## config.mk

```make
export PLATFORM = sky130hd
export DESIGN_NAME = bounded_set_min_gap_and_range
export DESIGN_NICKNAME = d
export VERILOG_FILES = /design/src/bsmgr_pkg.sv /design/src/bounded_set_min_gap_and_range.sv /design/src/bsmgr_ctrl.sv /design/src/bsmgr_dp.sv
export VERILOG_INCLUDE_DIRS = /design/src /design/src/src
export SDC_FILE = /design/constraint.sdc
export NUM_CORES = 2
export LEC_CHECK = 0
export BUFFER_PORTS_ARGS = -buffer_cell sky130_fd_sc_hd__buf_2
export CORE_MARGIN = 4
export CORE_UTILIZATION = 40
export CTS_BUF_LIST = sky130_fd_sc_hd__clkbuf_4 sky130_fd_sc_hd__clkbuf_8 sky130_fd_sc_hd__clkbuf_16
export CTS_CLUSTER_DIAMETER = 60
export DETAILED_ROUTE_END_ITERATION = 10
export GPL_ROUTABILITY_DRIVEN = 1
export PLACE_DENSITY = 0.53
export SLEW_MARGIN = 20
export SYNTH_ARGS = -nofsm -noshare
export SYNTH_HDL_FRONTEND = slang
export SYNTH_SLANG_ARGS = --single-unit
```

## constraint.sdc

```tcl
create_clock -name clk_i -period 9.4 [get_ports clk_i]
set_input_delay 0.94 -clock clk_i [delete_from_list [all_inputs] [get_ports clk_i]]
set_output_delay 0.94 -clock clk_i [all_outputs]
set_load 0.02 [all_outputs]
```

## src/assert_macros.svh

```systemverilog
// ----------------------------------------------------------------------------
// assert_macros.svh
// Concurrent assertion helpers shared by the RTL of the bounded set block.
// ----------------------------------------------------------------------------
`ifndef ASSERT_MACROS_SVH
`define ASSERT_MACROS_SVH

`ifndef ASSERT_OFF

// Property must hold at every clock edge outside reset.
`define ASSERT_ALWAYS(lbl, clk, rstn, prop) \
  lbl: assert property (@(posedge clk) disable iff (!rstn) (prop)) \
    else $error("%m: assertion failed");

// Consequent must hold in the cycle after the antecedent.
`define ASSERT_NEXT(lbl, clk, rstn, ante, cons) \
  lbl: assert property (@(posedge clk) disable iff (!rstn) (ante) |=> (cons)) \
    else $error("%m: assertion failed");

`else

`define ASSERT_ALWAYS(lbl, clk, rstn, prop)
`define ASSERT_NEXT(lbl, clk, rstn, ante, cons)

`endif

`endif

```

## src/bsmgr_pkg.sv

```systemverilog
// ----------------------------------------------------------------------------
// bsmgr_pkg
// Shared constants, state type and control/status bundles of the bounded
// set min-gap and range block.
// ----------------------------------------------------------------------------
`default_nettype none

package bsmgr_pkg;

  localparam int DATA_W          = 32;
  localparam int CAP_W           = 7;
  localparam int MAX_ENTRIES_DEF = 64;
  localparam int OUT_TDATA_W     = 72;
  localparam int OUT_TUSER_W     = 2;

  typedef enum logic [1:0] {
    ST_IDLE,
    ST_SCAN,
    ST_DRAIN,
    ST_FINISH
  } state_e;

  // Commands from controller to datapath
  typedef struct packed {
    logic accept;   // capture the offered value and the full decision
    logic scan_rd;  // read the next stored entry
    logic commit;   // update state and load the result register
  } ctrl_cmd_t;

  // Status from datapath to controller
  typedef struct packed {
    logic full;     // held count has reached the effective capacity
    logic empty;    // no value held
    logic last;     // scan index points at the newest held entry
    logic busy;     // distance pipeline still holds work
    logic out_free; // result register can take a new result
  } dp_status_t;

endpackage

`default_nettype wire

```

## src/bounded_set_min_gap_and_range.sv

```systemverilog
// ----------------------------------------------------------------------------
// bounded_set_min_gap_and_range
// Bounded store of signed numbers reporting count, smallest pairwise gap
// and value range for every offered number.
// ----------------------------------------------------------------------------
// Channel   Dir  Handshake        Payload
// s_axis    in   tvalid/tready    tdata[31:0] new_value
// m_axis    out  tvalid/tready    tdata: stored_count, shortest_span,
//                                  longest_span; tuser: status, spans_valid
// cfg       in   we               wdata[6:0] capacity_limit
//
// A stored number goes through an accept step, one store read per held entry,
// a drain of the read/distance pipeline and a commit step. A rejected number,
// or the first one stored, goes from accept straight to commit. A new number
// is taken only after the prior one is committed. Reset clears count, extremes
// and capacity and sets the gap to all ones; the store needs no clearing.
// The next number is taken while a result waits in the output register;
// a result stalled there holds the commit of the following number.
// ----------------------------------------------------------------------------
`default_nettype none

module bounded_set_min_gap_and_range #(
  parameter int MAX_ENTRIES = bsmgr_pkg::MAX_ENTRIES_DEF
) (
  input  wire logic                               clk_i,
  input  wire logic                               rst_ni,
  // tdata: [31:0] new_value
  input  wire logic                               s_axis_tvalid_i,
  output logic                                    s_axis_tready_o,
  input  wire logic [bsmgr_pkg::DATA_W-1:0]       s_axis_tdata_i,
  // tdata: [6:0] stored_count, [38:7] shortest_span, [70:39] longest_span
  // tuser: [0] status, [1] spans_valid
  output logic                                    m_axis_tvalid_o,
  input  wire logic                               m_axis_tready_i,
  output logic [bsmgr_pkg::OUT_TDATA_W-1:0]       m_axis_tdata_o,
  output logic [bsmgr_pkg::OUT_TUSER_W-1:0]       m_axis_tuser_o,
  input  wire logic                               cfg_we_i,
  input  wire logic [bsmgr_pkg::CAP_W-1:0]        cfg_wdata_i
);

  bsmgr_pkg::ctrl_cmd_t  cmd;
  bsmgr_pkg::dp_status_t status;

  bsmgr_ctrl u_ctrl (
    .clk_i      (clk_i),
    .rst_ni     (rst_ni),
    .in_valid_i (s_axis_tvalid_i),
    .in_ready_o (s_axis_tready_o),
    .status_i   (status),
    .cmd_o      (cmd)
  );

  bsmgr_dp #(
    .MAX_ENTRIES (MAX_ENTRIES)
  ) u_dp (
    .clk_i       (clk_i),
    .rst_ni      (rst_ni),
    .cmd_i       (cmd),
    .status_o    (status),
    .in_value_i  (s_axis_tdata_i),
    .cfg_we_i    (cfg_we_i),
    .cfg_wdata_i (cfg_wdata_i),
    .out_valid_o (m_axis_tvalid_o),
    .out_ready_i (m_axis_tready_i),
    .out_data_o  (m_axis_tdata_o),
    .out_user_o  (m_axis_tuser_o)
  );

endmodule

`default_nettype wire

```

## src/bsmgr_ctrl.sv

```systemverilog
// ----------------------------------------------------------------------------
// bsmgr_ctrl
// Sequencer: accepts one value, sweeps the stored entries and drains the
// distance pipeline unless the store is full or empty, and commits the result.
// ----------------------------------------------------------------------------
`default_nettype none
`include "assert_macros.svh"

module bsmgr_ctrl (
  input  wire logic                   clk_i,
  input  wire logic                   rst_ni,
  input  wire logic                   in_valid_i,
  output logic                        in_ready_o,
  input  wire bsmgr_pkg::dp_status_t  status_i,
  output bsmgr_pkg::ctrl_cmd_t        cmd_o
);

  bsmgr_pkg::state_e state_q, state_d;

  // State register
  always_ff @(posedge clk_i or negedge rst_ni) begin
    if (!rst_ni) begin
      state_q <= bsmgr_pkg::ST_IDLE;
    end else begin
      state_q <= state_d;
    end
  end

  // Next state and commands
  always_comb begin
    state_d        = state_q;
    in_ready_o     = 1'b0;
    cmd_o          = '0;
    unique case (state_q)
      bsmgr_pkg::ST_IDLE: begin
        in_ready_o = 1'b1;
        if (in_valid_i) begin
          cmd_o.accept = 1'b1;
          if (status_i.full || status_i.empty) begin
            state_d = bsmgr_pkg::ST_FINISH;
          end else begin
            state_d = bsmgr_pkg::ST_SCAN;
          end
        end
      end
      bsmgr_pkg::ST_SCAN: begin
        cmd_o.scan_rd = 1'b1;
        if (status_i.last) begin
          state_d = bsmgr_pkg::ST_DRAIN;
        end
      end
      bsmgr_pkg::ST_DRAIN: begin
        if (!status_i.busy) begin
          state_d = bsmgr_pkg::ST_FINISH;
        end
      end
      bsmgr_pkg::ST_FINISH: begin
        if (status_i.out_free) begin
          cmd_o.commit = 1'b1;
          state_d      = bsmgr_pkg::ST_IDLE;
        end
      end
      default: begin
        state_d = bsmgr_pkg::ST_IDLE;
      end
    endcase
  end

  // A sweep only runs over a non-empty store
  `ASSERT_ALWAYS(a_scan_nonempty, clk_i, rst_ni,
                 (state_q != bsmgr_pkg::ST_SCAN) || !status_i.empty)

endmodule

`default_nettype wire

```

## src/bsmgr_dp.sv

```systemverilog
// ----------------------------------------------------------------------------
// bsmgr_dp
// Datapath: value store, scan index, distance pipeline, running min, max
// and gap, and the result register.
// ----------------------------------------------------------------------------
`default_nettype none
`include "assert_macros.svh"

module bsmgr_dp #(
  parameter int MAX_ENTRIES = bsmgr_pkg::MAX_ENTRIES_DEF
) (
  input  wire logic                                 clk_i,
  input  wire logic                                 rst_ni,
  input  wire bsmgr_pkg::ctrl_cmd_t                 cmd_i,
  output bsmgr_pkg::dp_status_t                     status_o,
  input  wire logic [bsmgr_pkg::DATA_W-1:0]         in_value_i,
  input  wire logic                                 cfg_we_i,
  input  wire logic [bsmgr_pkg::CAP_W-1:0]          cfg_wdata_i,
  output logic                                      out_valid_o,
  input  wire logic                                 out_ready_i,
  output logic [bsmgr_pkg::OUT_TDATA_W-1:0]         out_data_o,
  output logic [bsmgr_pkg::OUT_TUSER_W-1:0]         out_user_o
);

  localparam int DW  = bsmgr_pkg::DATA_W;
  localparam int AW  = (MAX_ENTRIES > 1) ? $clog2(MAX_ENTRIES) : 1;
  localparam int NW  = $clog2(MAX_ENTRIES + 1);
  localparam int CW  = (NW > bsmgr_pkg::CAP_W) ? NW : bsmgr_pkg::CAP_W;
  localparam int PAD = bsmgr_pkg::OUT_TDATA_W - bsmgr_pkg::CAP_W - 2 * DW;

  logic [DW-1:0]              mem [MAX_ENTRIES];
  logic [bsmgr_pkg::CAP_W-1:0] cap_q;
  logic [CW-1:0]              count_q;
  logic [AW-1:0]              idx_q;
  logic signed [DW-1:0]       x_q;
  logic                       reject_q;
  logic signed [DW-1:0]       min_q, max_q;
  logic [DW-1:0]              gap_q;
  logic [DW-1:0]              rd_data_q;
  logic                       rd_vld_q;
  logic [DW-1:0]              dist_q;
  logic                       dist_vld_q;
  logic                       out_valid_q;
  logic [bsmgr_pkg::OUT_TDATA_W-1:0] out_data_q;
  logic [bsmgr_pkg::OUT_TUSER_W-1:0] out_user_q;

  logic [CW-1:0]              cap_ext, cap_eff;
  logic signed [DW:0]         diff;
  logic [DW:0]                diff_abs;
  logic [CW-1:0]              count_n;
  logic signed [DW-1:0]       min_n, max_n;
  logic [DW:0]                range_n;
  logic                       spans_n;

  // Effective capacity saturates at the store depth
  assign cap_ext = CW'(cap_q);
  assign cap_eff = (cap_ext > CW'(MAX_ENTRIES)) ? CW'(MAX_ENTRIES) : cap_ext;

  assign status_o.full     = (count_q >= cap_eff);
  assign status_o.empty    = (count_q == '0);
  assign status_o.last     = (idx_q == AW'(count_q - CW'(1)));
  assign status_o.busy     = rd_vld_q || dist_vld_q;
  assign status_o.out_free = !out_valid_q || out_ready_i;

  // Capacity register
  always_ff @(posedge clk_i or negedge rst_ni) begin
    if (!rst_ni) begin
      cap_q <= '0;
    end else if (cfg_we_i) begin
      cap_q <= cfg_wdata_i;
    end
  end

  // Capture the offered value
  always_ff @(posedge clk_i) begin
    if (cmd_i.accept) begin
      x_q      <= in_value_i;
      reject_q <= status_o.full;
    end
  end

  // Store: write on commit of a non-rejected number, registered read during the sweep
  always_ff @(posedge clk_i) begin
    if (cmd_i.commit && !reject_q) begin
      mem[count_q[AW-1:0]] <= x_q;
    end
    if (cmd_i.scan_rd) begin
      rd_data_q <= mem[idx_q];
    end
  end

  // Scan index
  always_ff @(posedge clk_i or negedge rst_ni) begin
    if (!rst_ni) begin
      idx_q <= '0;
    end else if (cmd_i.accept) begin
      idx_q <= '0;
    end else if (cmd_i.scan_rd && !status_o.last) begin
      idx_q <= idx_q + AW'(1);
    end
  end

  // Distance stage: absolute difference at 33 bits
  assign diff     = $signed({x_q[DW-1], x_q}) - $signed({rd_data_q[DW-1], rd_data_q});
  assign diff_abs = diff[DW] ? (~diff + (DW+1)'(1)) : diff;

  always_ff @(posedge clk_i or negedge rst_ni) begin
    if (!rst_ni) begin
      rd_vld_q   <= 1'b0;
      dist_vld_q <= 1'b0;
    end else begin
      rd_vld_q   <= cmd_i.scan_rd;
      dist_vld_q <= rd_vld_q;
    end
  end

  always_ff @(posedge clk_i) begin
    if (rd_vld_q) begin
      dist_q <= diff_abs[DW-1:0];
    end
  end

  // Commit values; a rejected number leaves the extremes alone
  assign count_n = count_q + CW'(!reject_q);
  assign min_n   = (!reject_q && (status_o.empty || (x_q < min_q))) ? x_q : min_q;
  assign max_n   = (!reject_q && (status_o.empty || (x_q > max_q))) ? x_q : max_q;
  assign range_n = $signed({max_n[DW-1], max_n}) - $signed({min_n[DW-1], min_n});
  assign spans_n = (count_n >= CW'(2));

  // Running state: count, extremes and smallest gap
  always_ff @(posedge clk_i or negedge rst_ni) begin
    if (!rst_ni) begin
      count_q <= '0;
      min_q   <= '0;
      max_q   <= '0;
      gap_q   <= '1;
    end else begin
      if (dist_vld_q && (dist_q < gap_q)) begin
        gap_q <= dist_q;
      end
      if (cmd_i.commit && !reject_q) begin
        count_q <= count_n;
        min_q   <= min_n;
        max_q   <= max_n;
      end
    end
  end

  // Result register
  always_ff @(posedge clk_i or negedge rst_ni) begin
    if (!rst_ni) begin
      out_valid_q <= 1'b0;
    end else if (cmd_i.commit) begin
      out_valid_q <= 1'b1;
    end else if (out_ready_i) begin
      out_valid_q <= 1'b0;
    end
  end

  always_ff @(posedge clk_i) begin
    if (cmd_i.commit) begin
      out_data_q <= {{PAD{1'b0}},
                     spans_n ? range_n[DW-1:0] : {DW{1'b0}},
                     spans_n ? gap_q : {DW{1'b0}},
                     count_n[bsmgr_pkg::CAP_W-1:0]};
      out_user_q <= {spans_n, reject_q};
    end
  end

  assign out_valid_o = out_valid_q;
  assign out_data_o  = out_data_q;
  assign out_user_o  = out_user_q;

  // Count never passes the store depth
  `ASSERT_ALWAYS(a_count_bound, clk_i, rst_ni, count_q <= CW'(MAX_ENTRIES))
  // A stored item grows the count by exactly one
  `ASSERT_NEXT(a_count_step, clk_i, rst_ni, cmd_i.commit && !reject_q,
               count_q == $past(count_q) + CW'(1))
  // Smallest gap never grows
  `ASSERT_NEXT(a_gap_mono, clk_i, rst_ni, 1'b1, gap_q <= $past(gap_q))
  // Extremes stay ordered once a value is held
  `ASSERT_ALWAYS(a_min_le_max, clk_i, rst_ni, (count_q == '0) || (min_q <= max_q))

endmodule

`default_nettype wire
```

==> Yosys cells after proc, flatten, opt, wreduce, memory -nomap -nowiden <==
Memories as Yosys holds them, arrays and structs flattened. A register that Yosys moved wholly into a read port is not among the register bits.
Index checks and enable logic that the tools add are counted.
{ "op_classes": {"addsub": 6, "magnitude_cmp": 6, "eq_ne": 8, "n_mux": 22, "bitwise": 1, "n_reduce_logical": 18} }
{ "op_table": {"columns": ["op", "n"], "rows": [
  ["2-to-1 mux 32 bit", 3],
  ["< comparator 32 bit", 2],
  ["subtractor 32 x 32 -> 33 bit", 1],
  ["adder 32 x 2 -> 32 bit (second input constant)", 1],
  ["> comparator 32 bit", 1],
  ["NOT 32 bit", 1],
  ["subtractor 32 bit", 1],
  ["2-to-1 mux 6 bit", 2],
  ["2-to-1 mux 1 bit", 10],
  ["2-to-1 mux 2 bit", 5],
  ["one-hot mux 2 bit (4 select lines)", 1],
  ["adder 7 x 1 -> 7 bit", 1],
  [">= comparator 7 x 2 -> 1 bit (second input constant)", 1],
  [">= comparator 7 bit", 1],
  ["> comparator 7 bit (second input constant)", 1],
  ["logical NOT 7 bit", 1],
  ["2-to-1 mux 7 bit", 1],
  ["adder 6 x 1 -> 6 bit (second input constant)", 1],
  ["== test 6 bit", 1],
  ["!= test 2 bit (second input constant)", 3],
  ["subtractor 6 x 1 -> 6 bit (second input constant)", 1],
  ["logical AND 1 bit", 5],
  ["logical OR 1 bit", 5],
  ["== test 2 bit (second input constant)", 2],
  ["other kinds (6)", 9]
]} }
{ "totals": {"reg_bits": 259, "ram_bits": 2048, "input_bits": 44, "out_inout_bits": 76, "n_memories": 1} }
{ "memory_table": {"columns": ["name", "depth", "word_bits", "rd", "rd_ports_with_merged_regs", "wr", "line", "text"], "rows": [
  ["u_dp.mem", 64, 32, 1, 1, 1, "bsmgr_dp.sv:31", "logic [DW-1:0] mem [MAX_ENTRIES];"]
]} }

==> Longest topological paths before layout <==
{ "logic_depth": {"depth_word": 7, "ltp_mapped": 30, "mapped_depth_nobuf": 26} }

==> Cells and area by module <==
From an unflattened synthesis, not the netlist that was laid out.
{ "unflattened": {"hier_cells": 4696, "hier_area_um2": 95301.4} }
{ "by_module_without_submodules": {"columns": ["module", "instances", "cells_per_inst", "area_each_um2"], "rows": [
  ["bsmgr_dp", 1, 4675, 95102.5],
  ["bsmgr_ctrl", 1, 21, 198.9]
]} }

==> Worst setup path after synthesis <==
No wires, ideal clock.
{ "synth_timing": {"path_kind": "register to register", "from": "register u_dp.x_q[31]", "to": "register u_dp.out_data_q, in the netlist u_dp.out_data_o[68] (data pin)", "setup_ns": 0.266, "t_arrival_ns": 6.945, "setup_slack_ns": 2.189, "stages_incl_launch_ff": 29, "cell_sequence": "edfxtp_1 -> ha_1 -> nand4_2 -> nor4_1 -> inv_1 -> o221ai_2 -> nand3_2 -> a21oi_2 -> buf_4 -> buf_2 -> buf_1 -> mux2i_1 -> inv_1 -> ha_1 -> nor2b_1 -> o21ai_0 -> a21oi_1 -> o41ai_1 -> nor2_1 -> a2111oi_0 -> o31a_1 -> o32ai_1 -> o211ai_1 -> o211ai_2 -> a22o_2 -> a21oi_2 -> o21ai_2 -> a41oi_1 -> o2bb2ai_1"} }
{ "synth_via": {"elab_chain_len": 5, "elab_cells_between_ends": 9, "cone_classes": "1 x add/sub; 2 x order compare; 2 x mux; 4 x reduce/logical"} }
{ "synth_rtl": {"columns": ["item", "line", "text"], "rows": [
  ["start, declared", "bsmgr_dp.sv:35", "logic signed [DW-1:0] x_q;"],
  ["start signal, assigned", "bsmgr_dp.sv:77", "x_q <= in_value_i;"],
  ["> comparator 32 bit", "bsmgr_dp.sv:126", "assign max_n = (!reject_q && (status_o.empty || (x_q > max_q))) ? x_q : max_q;"],
  ["logical OR 1 bit", "bsmgr_dp.sv:126", null],
  ["logical AND 1 bit", "bsmgr_dp.sv:126", null],
  ["2-to-1 mux 32 bit", "bsmgr_dp.sv:126", null],
  ["net u_dp.max_n[1]", "bsmgr_dp.sv:51", "logic signed [DW-1:0] min_n, max_n;"],
  ["subtractor 32 bit", "bsmgr_dp.sv:127", "assign range_n = $signed({max_n[DW-1], max_n}) - $signed({min_n[DW-1], min_n});"],
  ["end signal, assigned", "bsmgr_dp.sv:162", "out_data_q <= {{PAD{1'b0}},"],
  ["end, declared", "bsmgr_dp.sv:44", "logic [bsmgr_pkg::OUT_TDATA_W-1:0] out_data_q;"]
]} }
The timed path passes the listed nets, and every way through them passes these cells.
A chain may end at the register's enable or synchronous reset.

==> Worst setup path in the final report <==
{ "layout_timing": {"from": "register u_dp.x_q[11]", "to": "register u_dp.out_data_q, in the netlist u_dp.out_data_o[68] (data pin)"} }
Same word-level chain as after synthesis.

==> summary.md <==
| Metric | Value |
|---|---|
| Status | complete, no violations |
| DRC marker count from the first detailed-route iteration | 6,151 |
| Most used cell, CP | ha_1 |
| Fill cell count | 19,854 |
| Post-cts sizing count | 0 |
| Slowest-stage cell, CP | a2111oi_0 |
| CTS Buf Count | 276 |
| Type of the worst setup path | reg2reg |
| Area Overhead vs Synth | 14.7% |
| Post-synthesis sequential area ratio | 0.727 |
| HP Class | in2reg |
| Initial antenna violation count | 40 |
| Port-buffer cells | 118 |
| Worst endpoint required time | 10.02 ns |
| Final hold vios | 0 |
| Comb pwr share | 0.340 |
| Fmax | 128 MHz |
| Setup crit end kind | flop |
| Clock share of power | 0.287 |
| Final instance area | approximately 0.11 mm² |
| Worst setup SP type | flop |
| Pin count of the biggest net entering global routing | 121 |
| Buf/Inv on CP | 1 |
| RSZ-0062 raised after global routing | no |
| Mapped Area | 0.0958 mm² |
| MaxCap Viol Count | 0 |
| First-pass GRT wire length | 405,000 µm |
| Register area | 0.0697 mm² |
| WL per Instance | 34.5 µm |
| Hpwl dp | 170,000 µm |
| Seq pwr share | 0.373 |
| Max stage delay on crit path | 0.88 ns |
| Initial Util | 0.402 |
| Overflow after GRT | 0 |
| # rows | 179 |
| Period minus WS final | 7.79 ns |
| Tcrit/Tclk final | 0.829 |
| Post-DP Area | 0.101 mm² |
| Leakage | 0.0353 µW |
| Setup tns final | 0 ns |
| Slew Limit Fails | 0 |
| Boundary Pins | 120 |
| H-Tree Depth | 5 |
| Die width | 497 µm |
| Syn_nets | 4,991 |
| Yosys cell types | ~110 |
| WL final | 292,000 µm |
| Drt pass-1 iters | 6 |
| Overall Global Routing Usage | 0.233 |
| Most frequent cell after synthesis | edfxtp_1 |
| DR vias | 50,077 |
| Clk sinks | 2,339 |
| Mapped Cells | 4,782 |
| DRC | 0 |
| Post-synth top flop | edfxtp_1 |
| Top cells by count, synth | 2,218 x edfxtp_1, 672 x mux4_2, 204 x nor2_1, 180 x nand2_1, 172 x inv_1 |
| Routed vias/inst | 5.91 |
| Die Ht | 497 µm |
| P_sw | roughly 12,000 µW |
| Root Driver | clkbuf_16 |
| CTS Buffer Depth | 4 |
| CTS tree | built |
| Post-synth EDFFs | between 2,000 and 2,500 |
| Data arrival, critical path | ~8.4 ns |
| Power Density | between 300 and 400 mW/mm² |
| Routed Antenna Nets | 0 |
| Peak VDD IR | approximately 0.00022 V |
| Average size of a mapped cell | 20.0 µm² |
| Synth area leader | edfxtp_1 |
| Max FO, Critical Path | 27 |
| CP top delay family | compound AO/OA/AOI/OAI gates |
| Core region area | between 0.2 and 0.25 mm² |
| Setup Skew | 0.0482 ns |
| Largest cells by area after synthesis | edfxtp_1 70%, mux4_2 16%, dfrtp_1 2.3% |
| Area share of the largest cell type after synthesis | 0.695 |
| P_int | ~24,000 µW |
| Footprint of the multi-input gates | 0.0251 mm² |
| Die area | roughly 0.25 mm² |
| NumNets Final | 5,313 |
| Clk_lat worst skew | around 0.9 ns |
| Reg clk slew, reported paths | 0.06 ns |
| Share of layout cells above drive strength 1 | 0.294 |
| Synth warn | 0 |
| GPL Wtd Cong | around 0.87 |
| Async SR Flop Fraction | 0.0517 |
| Seq cells post-synth | 2,339 |
| Worst slew pin tran | 1.09 ns |
| Endpoints failing setup | 0 |
| Switching share of power | 0.337 |
| Vias in the first global route | 49,436 |
| Slew Limit Headroom | 0.274 |
## final cells by class
class,instances,share of cell area
diodes,10,0.000228
clock buffers,344,0.0689
clock inverters,120,0.00888
inverters,172,0.00589
multi-input cells,2041,0.228
flip-flops and latches,2339,0.634
well taps,3167,0.0361
repair buffers,274,0.0175
## power groups by stage
| stage | sequential (µW) | combinational (µW) | clock [µW] |
|---|---|---|---|
| after global routing | 13300 | 12900 | 10900 |
| final | 13300 | 12100 | 10200 |
| after CTS | 13300 | 12100 | 10400 |
| after floorplan | 13600 | 7790 | 0 |
| after global placement | 13500 | 12000 | 0 |
| after detailed placement | 13500 | 12100 | 0 |
## what timing repair did
action,in CTS,in global routing
setup endpoints to repair,0,0
hold buffers,1,0
endpoints found under the hold margin,41,0
buffers inserted,0,0
## worst register-to-register path, stage by stage, from the launching register on
cell and delay [ns]:
edfxtp_1 0.78, ha_1 0.52, nand2_1 0.07, o21ai_1 0.20
a221oi_2 0.13, o221ai_2 0.24, nand3_2 0.27, a21oi_4 0.67
mux2i_1 0.43, inv_1 0.08, ha_1 0.29, nor2b_1 0.13
o21ai_0 0.26, a21oi_1 0.16, o41ai_1 0.57, nor2_1 0.11
a2111oi_0 0.88, o31a_1 0.26, o32ai_1 0.17, o211ai_1 0.23
o211ai_2 0.14, a22o_2 0.31, a21oi_2 0.21, o21ai_2 0.10
a41oi_1 0.21, o2bb2ai_1 0.07
## worst paths after layout
path / startpoint / depth (start not counted) / endpoint / slack, ns
hold / removal: s_axis_tdata_i[8] / 1 / u_dp.x_q[8] / 0.26
min in group asynchronous: rst_ni / 2 / u_dp.cap_ext[6] / 0.55
max in group asynchronous: rst_ni / 3 / u_dp.idx_q[1] / 7.79
setup reg to reg: u_dp.x_q[11] / 25 / u_dp.out_data_o[68] / 1.61
setup / recovery: u_dp.x_q[11] / 25 / u_dp.out_data_o[68] / 1.61
hold reg to reg: u_dp.dist_q[17] / 1 / u_dp.gap_q[17] / 0.50
## kinds of logic after synthesis
family | Yosys count | share of synthesized area
AOI/OAI and AO/OA | 457 | 0.0315
xor gates and xnor gates | 108 | 0.00987
adders and majority gates | 167 | 0.0219
buffers and inverters | 402 | 0.0166
DFF | 2339 | 0.727
muxes | 738 | 0.165
other | 1 | 0.0000391
and+or+nand+nor | 570 | 0.0274
## stage by stage
step	setup WS (ns)	power, µW	std cells	hold slack (ns)	util
floorplan	2.19	21400	4782	0.467	-
global placement	1.77	25500	7990	0.489	0.425
detailed placement	1.75	25600	7991	0.491	0.425
CTS	1.71	35800	8456	0.194	0.461
global route	1.15	37100	8458	0.224	0.461
finish	1.61	35500	8467	0.262	0.462
## state kept, by name, indices dropped and copies added (netlist names), 6 cells and up, named ones only
signal	cells
u_dp.count_q	7
u_dp.x_q	32
u_dp.dist_q	32
u_dp.mem	2048
u_dp.cap_ext	7
u_dp.idx_q	6
u_dp.max_q	31
u_dp.out_data_o	71
u_dp.gap_q	32
u_dp.rd_data_q	32
u_dp.min_q	32
## layout by cell type, fill, tap and decap left out, types with 117 or more instances in the layout
master | Yosys | routed
buf_2 | 12 | 117
buf_4 | 2 | 143
clkbuf_16 | 0 | 284
edfxtp_1 | 2218 | 2218
ha_1 | 163 | 162
inv_1 | 172 | 171
mux4_2 | 672 | 672
nand2_1 | 180 | 179
nor2_1 | 204 | 139
o21ai_0 | 160 | 160
## per-layer routing
layer	vias to the layer above	global-route usage	routed length [µm]
met4	12	0.0528	6190
met3	389	0.0456	22400
met2	2064	0.364	136000
met1	27329	0.343	127000
met5	-	0	84
li1	20283	-	-
Power figures use the tool's default switching activity.
